`config.mk`:
```
export PLATFORM = sky130hd
export DESIGN_NAME = sleep_countdown_timer
export DESIGN_NICKNAME = d
export VERILOG_FILES = /design/src/rtl/sct_pkg.sv /design/src/rtl/sct_dpath.sv /design/src/rtl/sct_ctrl.sv /design/src/rtl/sleep_countdown_timer.sv
export SDC_FILE = /design/constraint.sdc
export NUM_CORES = 1
export LEC_CHECK = 0
export ABC_AREA = 1
export BUFFER_PORTS_ARGS = -buffer_cell sky130_fd_sc_hd__buf_4
export CORE_MARGIN = 3
export CORE_UTILIZATION = 43
export CTS_BUF_LIST = sky130_fd_sc_hd__clkbuf_4
export DETAILED_ROUTE_END_ITERATION = 8
export GPL_ROUTABILITY_DRIVEN = 0
export PLACE_DENSITY_LB_ADDON = 0.15
export SLEW_MARGIN = 20
export SYNTH_ARGS = -nofsm -noshare
export SYNTH_HDL_FRONTEND = slang
export SYNTH_HIERARCHICAL = 1
export SYNTH_SLANG_ARGS = --single-unit
```
`constraint.sdc`:
```
create_clock -name clk -period 6.5 [get_ports clk]
set_input_delay 1.3 -clock clk [delete_from_list [all_inputs] [get_ports clk]]
set_output_delay 1.3 -clock clk [all_outputs]
set_load 0.005 [all_outputs]
```
`src/rtl/sct_pkg.sv`:
```
`timescale 1ns / 1ps
`default_nettype none

package sct_pkg;

  localparam int unsigned STAMP_W    = 32;
  localparam int unsigned ELAPSED_W  = 16;
  localparam int unsigned DUR_W      = 8;
  localparam int unsigned MINS_W     = 10;
  localparam int unsigned DIV_CNT_W  = $clog2(STAMP_W);

  localparam logic [STAMP_W-1:0]   MINUTE_RESET = 32'd60000000;
  localparam logic [ELAPSED_W-1:0] ELAPSED_MAX  = 16'hFFFF;
  localparam logic [MINS_W-1:0]    DURATION_MAX = 10'd255;

  localparam logic [1:0] REQ_ARM    = 2'd0;
  localparam logic [1:0] REQ_FEED   = 2'd1;
  localparam logic [1:0] REQ_DISARM = 2'd2;
  localparam logic [1:0] REQ_QUERY  = 2'd3;

  localparam logic [1:0] EV_NONE = 2'd0;
  localparam logic [1:0] EV_TICK = 2'd1;
  localparam logic [1:0] EV_FIRE = 2'd2;

  // controller to datapath
  typedef struct packed {
    logic load;
    logic arm;
    logic clear;
    logic feed_add;
    logic div_init;
    logic div_step;
    logic minute_upd;
  } sct_cmd_t;

  // datapath to controller
  typedef struct packed {
    logic [1:0] req;
    logic       running;
    logic       accum_below;
  } sct_sts_t;

endpackage

`default_nettype wire

```
`src/rtl/sct_dpath.sv`:
```
`timescale 1ns / 1ps
`default_nettype none

module sct_dpath
  import sct_pkg::*;
(
  input  wire logic                 clk,
  input  wire logic                 rst,
  input  wire sct_cmd_t             cmd,
  output sct_sts_t                  sts,
  input  wire logic [1:0]           req_type,
  input  wire logic [MINS_W-1:0]    minutes,
  input  wire logic [STAMP_W-1:0]   now_us,
  input  wire logic                 cfg_we,
  input  wire logic [STAMP_W-1:0]   cfg_data,
  output logic [1:0]                res_event,
  output logic                      res_armed,
  output logic [DUR_W-1:0]          res_total,
  output logic [DUR_W-1:0]          res_remaining
);

  logic [STAMP_W-1:0]   minute_len;
  logic [1:0]           req;
  logic [MINS_W-1:0]    mins;
  logic [STAMP_W-1:0]   now;

  logic                 running;
  logic [DUR_W-1:0]     duration_min;
  logic [ELAPSED_W-1:0] elapsed_count;
  logic [STAMP_W-1:0]   last_stamp;
  logic [STAMP_W-1:0]   tick_accum;
  logic [STAMP_W-1:0]   quo;
  logic [1:0]           event_q;

  logic [STAMP_W-1:0]   len_eff;
  logic [STAMP_W:0]     shifted;
  logic [STAMP_W:0]     trial;
  logic [ELAPSED_W:0]   el_sum;
  logic [ELAPSED_W-1:0] el_new;
  logic                 mins_ok;

  // a zero length counts as one tick
  assign len_eff = (minute_len == '0) ? {{(STAMP_W-1){1'b0}}, 1'b1} : minute_len;
  assign mins_ok = (mins != '0) && (mins <= DURATION_MAX);

  // restoring divider, tick_accum holds the partial remainder
  assign shifted = {tick_accum, quo[STAMP_W-1]};
  assign trial   = shifted - {1'b0, len_eff};

  assign el_sum = {1'b0, elapsed_count} + {1'b0, quo[ELAPSED_W-1:0]};
  assign el_new = ((|quo[STAMP_W-1:ELAPSED_W]) || el_sum[ELAPSED_W])
                  ? ELAPSED_MAX : el_sum[ELAPSED_W-1:0];

  always_ff @(posedge clk) begin
    if (rst) begin
      minute_len <= MINUTE_RESET;
    end else if (cfg_we) begin
      minute_len <= cfg_data;
    end
  end

  always_ff @(posedge clk) begin
    if (cmd.load) begin
      req  <= req_type;
      mins <= minutes;
      now  <= now_us;
    end
  end

  always_ff @(posedge clk) begin
    if (rst) begin
      running       <= 1'b0;
      duration_min  <= '0;
      elapsed_count <= '0;
      last_stamp    <= '0;
      tick_accum    <= '0;
      event_q       <= EV_NONE;
    end else begin
      if (cmd.load) begin
        event_q <= EV_NONE;
      end
      if (cmd.clear || cmd.arm) begin
        if (cmd.arm && mins_ok) begin
          running      <= 1'b1;
          duration_min <= mins[DUR_W-1:0];
          last_stamp   <= now;
        end else begin
          running      <= 1'b0;
          duration_min <= '0;
          last_stamp   <= '0;
        end
        elapsed_count <= '0;
        tick_accum    <= '0;
      end
      if (cmd.feed_add) begin
        tick_accum <= tick_accum + (now - last_stamp);
        last_stamp <= now;
      end
      if (cmd.div_init) begin
        quo        <= tick_accum;
        tick_accum <= '0;
      end
      if (cmd.div_step) begin
        if (!trial[STAMP_W]) begin
          tick_accum <= trial[STAMP_W-1:0];
          quo        <= {quo[STAMP_W-2:0], 1'b1};
        end else begin
          tick_accum <= shifted[STAMP_W-1:0];
          quo        <= {quo[STAMP_W-2:0], 1'b0};
        end
      end
      if (cmd.minute_upd) begin
        if (el_new >= {{(ELAPSED_W-DUR_W){1'b0}}, duration_min}) begin
          running       <= 1'b0;
          duration_min  <= '0;
          elapsed_count <= '0;
          last_stamp    <= '0;
          tick_accum    <= '0;
          event_q       <= EV_FIRE;
        end else begin
          elapsed_count <= el_new;
          event_q       <= EV_TICK;
        end
      end
    end
  end

  always_comb begin
    sts.req         = req;
    sts.running     = running;
    sts.accum_below = tick_accum < len_eff;
  end

  assign res_event = event_q;
  assign res_armed = running;
  assign res_total = running ? duration_min : '0;
  assign res_remaining =
    (running && (elapsed_count < {{(ELAPSED_W-DUR_W){1'b0}}, duration_min}))
    ? (duration_min - elapsed_count[DUR_W-1:0]) : '0;

endmodule

`default_nettype wire

```
`src/rtl/sct_ctrl.sv`:
```
`timescale 1ns / 1ps
`default_nettype none

module sct_ctrl
  import sct_pkg::*;
(
  input  wire logic     clk,
  input  wire logic     rst,
  input  wire logic     in_valid,
  output logic          in_stall,
  input  wire logic     out_free,
  output logic          out_load,
  input  wire sct_sts_t sts,
  output sct_cmd_t      cmd
);

  localparam logic [2:0] S_IDLE  = 3'd0;
  localparam logic [2:0] S_EXEC  = 3'd1;
  localparam logic [2:0] S_CHECK = 3'd2;
  localparam logic [2:0] S_DIV   = 3'd3;
  localparam logic [2:0] S_UPD   = 3'd4;
  localparam logic [2:0] S_DONE  = 3'd5;

  logic [2:0]           state;
  logic [2:0]           state_next;
  logic [DIV_CNT_W-1:0] cnt;

  assign in_stall = (state != S_IDLE);

  always_comb begin
    state_next = state;
    cmd        = '0;
    out_load   = 1'b0;
    case (state)
      S_IDLE: begin
        if (in_valid) begin
          cmd.load   = 1'b1;
          state_next = S_EXEC;
        end
      end
      S_EXEC: begin
        state_next = S_DONE;
        case (sts.req)
          REQ_ARM:    cmd.arm = 1'b1;
          REQ_DISARM: cmd.clear = 1'b1;
          REQ_FEED: begin
            if (sts.running) begin
              cmd.feed_add = 1'b1;
              state_next   = S_CHECK;
            end
          end
          default: ;
        endcase
      end
      S_CHECK: begin
        if (sts.accum_below) begin
          state_next = S_DONE;
        end else begin
          cmd.div_init = 1'b1;
          state_next   = S_DIV;
        end
      end
      S_DIV: begin
        cmd.div_step = 1'b1;
        if (cnt == {DIV_CNT_W{1'b1}}) begin
          state_next = S_UPD;
        end
      end
      S_UPD: begin
        cmd.minute_upd = 1'b1;
        state_next     = S_DONE;
      end
      S_DONE: begin
        if (out_free) begin
          out_load   = 1'b1;
          state_next = S_IDLE;
        end
      end
      default: state_next = S_IDLE;
    endcase
  end

  always_ff @(posedge clk) begin
    if (rst) begin
      state <= S_IDLE;
      cnt   <= '0;
    end else begin
      state <= state_next;
      if (state == S_DIV) begin
        cnt <= cnt + 1'b1;
      end else begin
        cnt <= '0;
      end
    end
  end

  a_div_len: assert property (@(posedge clk) disable iff (rst)
    (state == S_DIV) && (cnt == {DIV_CNT_W{1'b1}}) |=> state == S_UPD)
    else $error("divider did not finish after full word");

  a_one_cmd: assert property (@(posedge clk) disable iff (rst)
    $onehot0({cmd.load, cmd.arm, cmd.clear, cmd.feed_add,
              cmd.div_init, cmd.div_step, cmd.minute_upd}))
    else $error("more than one datapath command");

  a_load_idle: assert property (@(posedge clk) disable iff (rst)
    out_load |=> (state == S_IDLE) && !in_stall)
    else $error("controller not back to idle after result");

endmodule

`default_nettype wire

```
`src/rtl/sleep_countdown_timer.sv`:
```
`timescale 1ns / 1ps
`default_nettype none

// One-shot minute countdown fed with stamps of a free-running microsecond counter.
// Request channel: in_valid / in_stall carry req_type, minutes and now_us; a request
// is taken at an edge with in_valid high and in_stall low. Result channel:
// out_valid / out_stall carry event_res, armed, total_minutes and remaining_minutes,
// exactly one result per request.
// Configuration: cfg_valid / cfg_ready write minute_length_us; cfg_ready is always
// high. Write it only while no request is in flight.
// Arm, disarm, query and a feed while disarmed go straight from execution to the result;
// a feed while armed adds to the accumulator and checks it against a minute, and a feed
// that crosses a minute also runs the 32-step bit-serial divider and then updates the
// elapsed minutes. One request is in flight at a time; the next is taken only after the previous result is loaded.
// The result sits in an output register; the next request is taken while it waits,
// but a new result is held back until out_stall drops.
// Synchronous reset disarms the timer, clears the accumulator, empties the output
// register and restores minute_length_us to 60000000.

module sleep_countdown_timer
  import sct_pkg::*;
(
  input  wire logic               clk,
  input  wire logic               rst,
  input  wire logic               in_valid,
  output logic                    in_stall,
  input  wire logic [1:0]         req_type,
  input  wire logic [MINS_W-1:0]  minutes,
  input  wire logic [STAMP_W-1:0] now_us,
  output logic                    out_valid,
  input  wire logic               out_stall,
  output logic [1:0]              event_res,
  output logic                    armed,
  output logic [DUR_W-1:0]        total_minutes,
  output logic [DUR_W-1:0]        remaining_minutes,
  input  wire logic               cfg_valid,
  output logic                    cfg_ready,
  input  wire logic [STAMP_W-1:0] cfg_data
);

  sct_cmd_t         cmd;
  sct_sts_t         sts;
  logic             out_free;
  logic             out_load;
  logic [1:0]       res_event;
  logic             res_armed;
  logic [DUR_W-1:0] res_total;
  logic [DUR_W-1:0] res_remaining;

  assign cfg_ready = 1'b1;
  assign out_free  = !out_valid || !out_stall;

  sct_ctrl u_ctrl (
    .clk      (clk),
    .rst      (rst),
    .in_valid (in_valid),
    .in_stall (in_stall),
    .out_free (out_free),
    .out_load (out_load),
    .sts      (sts),
    .cmd      (cmd)
  );

  sct_dpath u_dpath (
    .clk           (clk),
    .rst           (rst),
    .cmd           (cmd),
    .sts           (sts),
    .req_type      (req_type),
    .minutes       (minutes),
    .now_us        (now_us),
    .cfg_we        (cfg_valid && cfg_ready),
    .cfg_data      (cfg_data),
    .res_event     (res_event),
    .res_armed     (res_armed),
    .res_total     (res_total),
    .res_remaining (res_remaining)
  );

  always_ff @(posedge clk) begin
    if (rst) begin
      out_valid <= 1'b0;
    end else if (out_load) begin
      out_valid <= 1'b1;
    end else if (!out_stall) begin
      out_valid <= 1'b0;
    end
  end

  always_ff @(posedge clk) begin
    if (out_load) begin
      event_res         <= res_event;
      armed             <= res_armed;
      total_minutes     <= res_total;
      remaining_minutes <= res_remaining;
    end
  end

  a_one_in_flight: assert property (@(posedge clk) disable iff (rst)
    in_valid && !in_stall |=> in_stall)
    else $error("request taken while another is in flight");

  a_fire_disarms: assert property (@(posedge clk) disable iff (rst)
    out_valid && (event_res == EV_FIRE) |->
      !armed && (total_minutes == '0) && (remaining_minutes == '0))
    else $error("expiry result still armed");

  a_remaining: assert property (@(posedge clk) disable iff (rst)
    out_valid && armed |-> (total_minutes != '0) && (remaining_minutes <= total_minutes))
    else $error("remaining exceeds total");

endmodule

`default_nettype wire

```
== After elaboration in Yosys (flattened, before gate mapping) ==
Index checks and enable logic that the tools add are counted.

* Register bits after elaboration: 227
* Input bits: 81
* Output and inout port bits: 22

* Add/subtract/negate cells: 6
* Order comparisons: 4
* Eq/ne operators: 12
* Multiplexer cells: 53
* Bitwise operators: 2
* Reductions and logical operators: 20

{| class="wikitable"
|+ Operators with widths
! cell !! number
|-
| 2-to-1 mux 32 bit || 15
|-
| 2-to-1 mux 16 bit || 4
|-
| subtractor 33 x 32 -> 33 bit || 1
|-
| adder 32 bit || 1
|-
| zero test 32 bit || 1
|-
| less-than comparator 32 bit || 1
|-
| 2-to-1 mux 8 bit || 4
|-
| subtractor 32 bit || 1
|-
| 2-to-1 mux 3 bit || 7
|-
| 2-to-1 mux 1 bit || 19
|-
| one-hot mux 3 bit (6 select lines) || 1
|-
| adder 16 x 16 -> 17 bit || 1
|-
| >= comparator 16 x 8 -> 1 bit || 1
|-
| less-than comparator 16 x 8 -> 1 bit || 1
|-
| OR reduction 16 bit || 1
|-
| <= comparator 10 x 8 -> 1 bit (second input constant) || 1
|-
| nonzero test 10 bit || 1
|-
| subtractor 8 bit || 1
|-
| == test 3 x 2 -> 1 bit (second input constant) || 2
|-
| == test 3 bit (second input constant) || 2
|-
| 2-to-1 mux 2 bit || 3
|-
| nonzero test 2 bit || 3
|-
| adder 5 x 1 -> 5 bit (second input constant) || 1
|-
| == test 5 bit (second input constant) || 1
|-
| other kinds (15) || 23
|}

== Depth between registers and ports, before layout ==
* Word-level depth: 10
* Gate-level depth with buffers: 25
* Gate-level depth less buffers: 23

== By module ==
The synthesis kept the hierarchy.

{| class="wikitable"
|+ Modules (own cells, without submodules)
! module !! times used !! cells each !! area an instance (µm²)
|-
| sct_dpath || 1 || 2195 || 15302.2
|-
| sleep_countdown_timer || 1 || 25 || 620.6
|-
| sct_ctrl || 1 || 67 || 454.2
|}

== Worst setup path before layout ==
OpenSTA, ideal clock, no wires.

* Path type: in2reg
* From: input in_valid
* To: register u_dpath.event_q[1], in the netlist u_dpath/res_event[1]
* Arrival: 3629 ps
* Data required time: 6368 ps
* Path slack: 2739 ps
* Stages: 5
* Buffers on the path: 0
* Cells stage by stage: inv_1 nor2_1 inv_1 nand3_1 a21oi_1

{| class="wikitable"
|+ RTL lines
! element !! line !! source
|-
| start, declared || sleep_countdown_timer.sv:25 || <nowiki>input wire logic in_valid,</nowiki>
|-
| end signal, assigned || sct_dpath.sv:77 || <nowiki>event_q <= EV_NONE;</nowiki>
|-
| end signal, assigned || sct_dpath.sv:80 || <nowiki>event_q <= EV_NONE;</nowiki>
|-
| end signal, assigned || sct_dpath.sv:119 || <nowiki>event_q <= EV_FIRE;</nowiki>
|-
| end, declared || sct_dpath.sv:33 || <nowiki>logic [1:0] event_q;</nowiki>
|}

== Worst setup path in the final report ==
* From: register u_dpath.quo[0]
* To: register u_dpath.last_stamp[28]

* Word-level cells in the longest chain between the ends: 6

{| class="wikitable"
|+ RTL lines
! element !! line !! source
|-
| start, declared || sct_dpath.sv:32 || <nowiki>logic [STAMP_W-1:0] quo;</nowiki>
|-
| start signal, assigned || sct_dpath.sv:100 || <nowiki>quo <= tick_accum;</nowiki>
|-
| start signal, assigned || sct_dpath.sv:106 || <nowiki>quo <= {quo[STAMP_W-2:0], 1'b1};</nowiki>
|-
| start signal, assigned || sct_dpath.sv:109 || <nowiki>quo <= {quo[STAMP_W-2:0], 1'b0};</nowiki>
|-
| adder 16 x 16 -> 17 bit (*) || sct_dpath.sv:50 || <nowiki>assign el_sum = {1'b0, elapsed_count} + {1'b0, quo[ELAPSED_W-1:0]};</nowiki>
|-
| logical OR 1 bit || sct_dpath.sv:51 || <nowiki>assign el_new = ((|quo[STAMP_W-1:ELAPSED_W]) || el_sum[ELAPSED_W])</nowiki>
|-
| 2-to-1 mux 16 bit (*) || sct_dpath.sv:52 || <nowiki>? ELAPSED_MAX : el_sum[ELAPSED_W-1:0];</nowiki>
|-
| >= comparator 16 x 8 -> 1 bit (*) || sct_dpath.sv:113 || <nowiki>if (el_new >= {{(ELAPSED_W-DUR_W){1'b0}}, duration_min}) begin</nowiki>
|-
| 2-to-1 mux 32 bit (*) || sct_dpath.sv:113 ||
|-
| 2-to-1 mux 32 bit (*) || sct_dpath.sv:112 || <nowiki>if (cmd.minute_upd) begin</nowiki>
|-
| end signal, assigned || sct_dpath.sv:86 || <nowiki>last_stamp <= now;</nowiki>
|-
| end signal, assigned || sct_dpath.sv:97 || <nowiki>last_stamp <= now;</nowiki>
|-
| end, declared || sct_dpath.sv:30 || <nowiki>logic [STAMP_W-1:0] last_stamp;</nowiki>
|}

Every way passes the cells marked *; elsewhere a longest branch is shown, timed or not.
A chain may end at the register's enable or synchronous reset.

==> run summary <==
STA
--------------------------------------------------------------------------------
Final setup violation count                                                    0
Part of the cycle the worst path needs                                     0.659
Minimum period implied by the final worst setup slack                    4280 ps
Tightest slew margin relative to the limit                                 0.276
Max Transition Viols Final                                                     0
Worst-Margin Slew                                                        1080 ps
Total Negative Setup Slacks                                                 0 ps
Worst Skew                                                               47.5 ps
Number of hold violations in the final report                                  0
RSZ-0062 raised after global routing                                          no
Fmax                                                                     234 MHz

DIE
--------------------------------------------------------------------------------
DIE AREA                                                              40500 um^2
Starting density of the core                                               0.442
Die X                                                                     201 um
Die height                                                                201 um
Top-Level Pins                                                               103
Floorplan core area                                                   37000 um^2
Number of placement rows                                                      70

DETAILED ROUTING
--------------------------------------------------------------------------------
Iteration-0 DRC Markers                                                     1198
Via-per-instance ratio                                                      5.13
Length of the first detailed-routing pass in iterations                        8
Aggregate routed wire length                                            46000 um
Count of antenna-violating nets left after detailed routing                    0
Via Count                                                                  15212
Drt drc                                                                        0
Final routed wire length divided by cell count                           15.5 um

CLOCK NETWORK
--------------------------------------------------------------------------------
Inserted Clock Buffers                                                        67
CTS tree                                                                    done
Clock network latency to the later pin of the worst-skew pair             720 ps
Hold-fix buffers, CTS                                                          0
Clock root buffer                                                   sky130_fd_sc_hd__clkbuf_4
# Post-CTS Setup Buffers                                                       0
Count of cells resized by post-cts repair                                      0
Clock-pin slew on the worst setup and hold paths                           60 ps
Maximum number of buffers from clock root to sink                              3
Clock Sinks                                                                  227
H-tree levels                                                                  3

SYNTH
--------------------------------------------------------------------------------
Number of flip-flops and latches in the synthesized netlist                  227
FFs w/ async S/R, synth                                                        0
Distinct cell type count after synthesis                                      46
Largest area contributor in the synthesized netlist                 sky130_fd_sc_hd__edfxtp_1
Post-Synthesis Cells                                                        2287
Seq/Total Area, Yosys                                                      0.336
Leading cell types by total area after synthesis                    sky130_fd_sc_hd__edfxtp_1, sky130_fd_sc_hd__dfxtp_1, sky130_fd_sc_hd__nand2_1
EDFF count, synth                                                             95
Synthesized Nets                                                            2538
Most frequently used flop master after synthesis                    sky130_fd_sc_hd__dfxtp_1
Syn_area_per_cell                                                      7.16 um^2
Synthesized area                                                      16400 um^2
Area fraction of the dominant cell type after synthesis                    0.174
Number of warnings printed during yosys synthesis                              6

POWER
--------------------------------------------------------------------------------
Leakage power                                                         0.00864 uW
Worst supply voltage drop on vdd                                          147 uV
Power per cell area                                                  198 nW/um^2
Total power after layout                                                 3650 uW

CRITICAL PATH
--------------------------------------------------------------------------------
Startpoint type of the worst setup path                                flip-flop
Arrival time reported for the critical path endpoint                     4870 ps
Maximum fanout along the worst path                                           73
Most common cell on crit path                                       sky130_fd_sc_hd__nand2_1
Required time of the worst setup path                                    7090 ps
Slowest cell on crit path                                           sky130_fd_sc_hd__nand2_4
Critical path endpoint category                                        flip-flop
Kind of critical path                                               flip-flop to flip-flop
Cells along the critical path                                       ha_1, fa_1, inv_1, o21ai_2, nand2_1, nand2_1, nand2_1, nand3_2, or2_2, ha_1, a21boi_0, o21bai_1, nand2_1, nand2_1, nand2_1, a21oi_1, nand3_1, nor2_4, nand2_2, nand2_2, nand2_4, nor2_1
Max incr delay on CP                                                      460 ps

GLOBAL ROUTE
--------------------------------------------------------------------------------
Wire length of the first global-routing pass                            72900 um
Total routing usage reported by global routing                             0.222
Vias in the first global route                                             14279
Number of antenna violations at the first check in global routing              1
Pin count of the biggest net entering global routing                         102
GR Overflow Total                                                              0

LAYOUT
--------------------------------------------------------------------------------
Commonest cells after routing, fill and taps aside                  sky130_fd_sc_hd__nand2_1, sky130_fd_sc_hd__inv_1, sky130_fd_sc_hd__nor2_1, sky130_fd_sc_hd__a21oi_1, sky130_fd_sc_hd__o21ai_0
Design Area, Final                                                    18500 um^2
Fraction of layout cells with a size suffix above 1                        0.108
Final cell count without fillers                                            2967
Commonest non-fill, non-tap cell in the layout                      sky130_fd_sc_hd__nand2_1
Final nets                                                                  2659
Fill cell total of the finished layout                                      3756
Layout Area Growth over Synthesis                                          12.8%

MIN PATH
--------------------------------------------------------------------------------
Class of the most critical hold timing path                         flip-flop to flip-flop

PLACEMENT
--------------------------------------------------------------------------------
Placement Cell Area                                                   17600 um^2
Placed Cells                                                                2843
Hpwl dp                                                                 36100 um
I/O Buffers                                                                  101

FLOW RUN
--------------------------------------------------------------------------------
Max-capacitance violation count                                                0

OUTCOME
--------------------------------------------------------------------------------
Result of the run                                                      completed

==> critical path, delay by kind of cell (launching register included) <==
kind	cells	cell delay (ps)
and+or+nand+nor	14	2250
buffers and inverters	1	110
AOI/OAI and AO/OA	4	480
adders and majority gates	3	900
DFF	1	390
==> power by group <==
group          total, uW  leakage, uW  internal [uW]  switching, uW
registers           1560      0.00197           1530           27.0
clock network       1470     0.000542            810            656
logic                629      0.00614            216            412
==> synth_stat cells, types with 15 or more instances <==
library cell and count:
sky130_fd_sc_hd__xor2_1 17, sky130_fd_sc_hd__o21ai_0 154, sky130_fd_sc_hd__nand2_1 522, sky130_fd_sc_hd__dfxtp_1 132, sky130_fd_sc_hd__a21oi_1 179, sky130_fd_sc_hd__nand3_1 126
sky130_fd_sc_hd__inv_1 363, sky130_fd_sc_hd__clkbuf_1 36, sky130_fd_sc_hd__nor2_1 264, sky130_fd_sc_hd__nand4_1 25, sky130_fd_sc_hd__fa_1 34, sky130_fd_sc_hd__nor3_1 24
sky130_fd_sc_hd__edfxtp_1 95, sky130_fd_sc_hd__nor2_2 15, sky130_fd_sc_hd__a22oi_1 34, sky130_fd_sc_hd__ha_1 136
==> routing by layer <==
layer	share of wire	up-vias	GRT usage
met1	0.43	6975	0.272
met3	0.049	99	0.0398
met4	0.040	0	0.0908
met5	0	-	0
met2	0.48	385	0.388
li1	-	7753	-
==> stage by stage <==
stage	hold slack, ps	util	setup WS [ps]
after floorplan	409	-	2740
after global placement	430	0.474	2350
after detailed placement	426	0.474	2260
after CTS	443	0.498	2200
after global routing	458	0.499	1780
final	447	0.499	2220
==> cells by family after synthesis <==
group | share of synthesized area
xor+xnor | 0.0160
buf+inv | 0.102
compound gates | 0.141
fa+ha+maj | 0.145
other cells | 0.000229
flops | 0.336
simple gates | 0.260
==> registers in the layout, summed over array words and instances, names as in the netlist <==
| signal | flops |
|---|---|
| u_dpath/res_event | 2 |
| event_res | 2 |
| u_dpath/minute_len | 32 |
| u_dpath/mins | 10 |
| u_dpath/duration_min | 8 |
| u_dpath/quo | 32 |
| u_dpath/now | 32 |
| total_minutes | 8 |
| u_dpath/res_armed | 1 |
| u_ctrl/cnt | 5 |
| remaining_minutes | 8 |
| u_dpath/elapsed_count | 16 |
| out_valid | 1 |
| u_dpath/last_stamp | 32 |
| u_dpath/req | 2 |
| u_ctrl/state | 3 |
| armed | 1 |
| u_dpath/tick_accum | 32 |
==> cell type report <==
class | instances | area [um^2] | area share
sequential | 227 | 5500 | 0.297
antenna | 1 | 2.50 | 0.000135
clock inverter | 26 | 181 | 0.00982
multi-input combinational | 1637 | 9240 | 0.500
tap | 504 | 631 | 0.0341
clock buffer | 97 | 728 | 0.0394
timing repair buffer | 111 | 833 | 0.0451
inverter | 364 | 1370 | 0.0740
==> worst paths after layout <==
kind / from / endpoint / slack [ps] / cells past startpoint
min: u_dpath/res_event[1]$_SDFFE_PP0P_ / event_res[1]$_DFFE_PP_ / 450 / 0
max reg2reg: u_dpath/quo[0]$_DFFE_PP_ / u_dpath/last_stamp[28]$_SDFF_PP0_ / 2220 / 22
max: u_dpath/quo[0]$_DFFE_PP_ / u_dpath/last_stamp[28]$_SDFF_PP0_ / 2220 / 22
min reg2reg: u_dpath/res_event[1]$_SDFFE_PP0P_ / event_res[1]$_DFFE_PP_ / 450 / 0
Power figures use the tool's default switching activity.
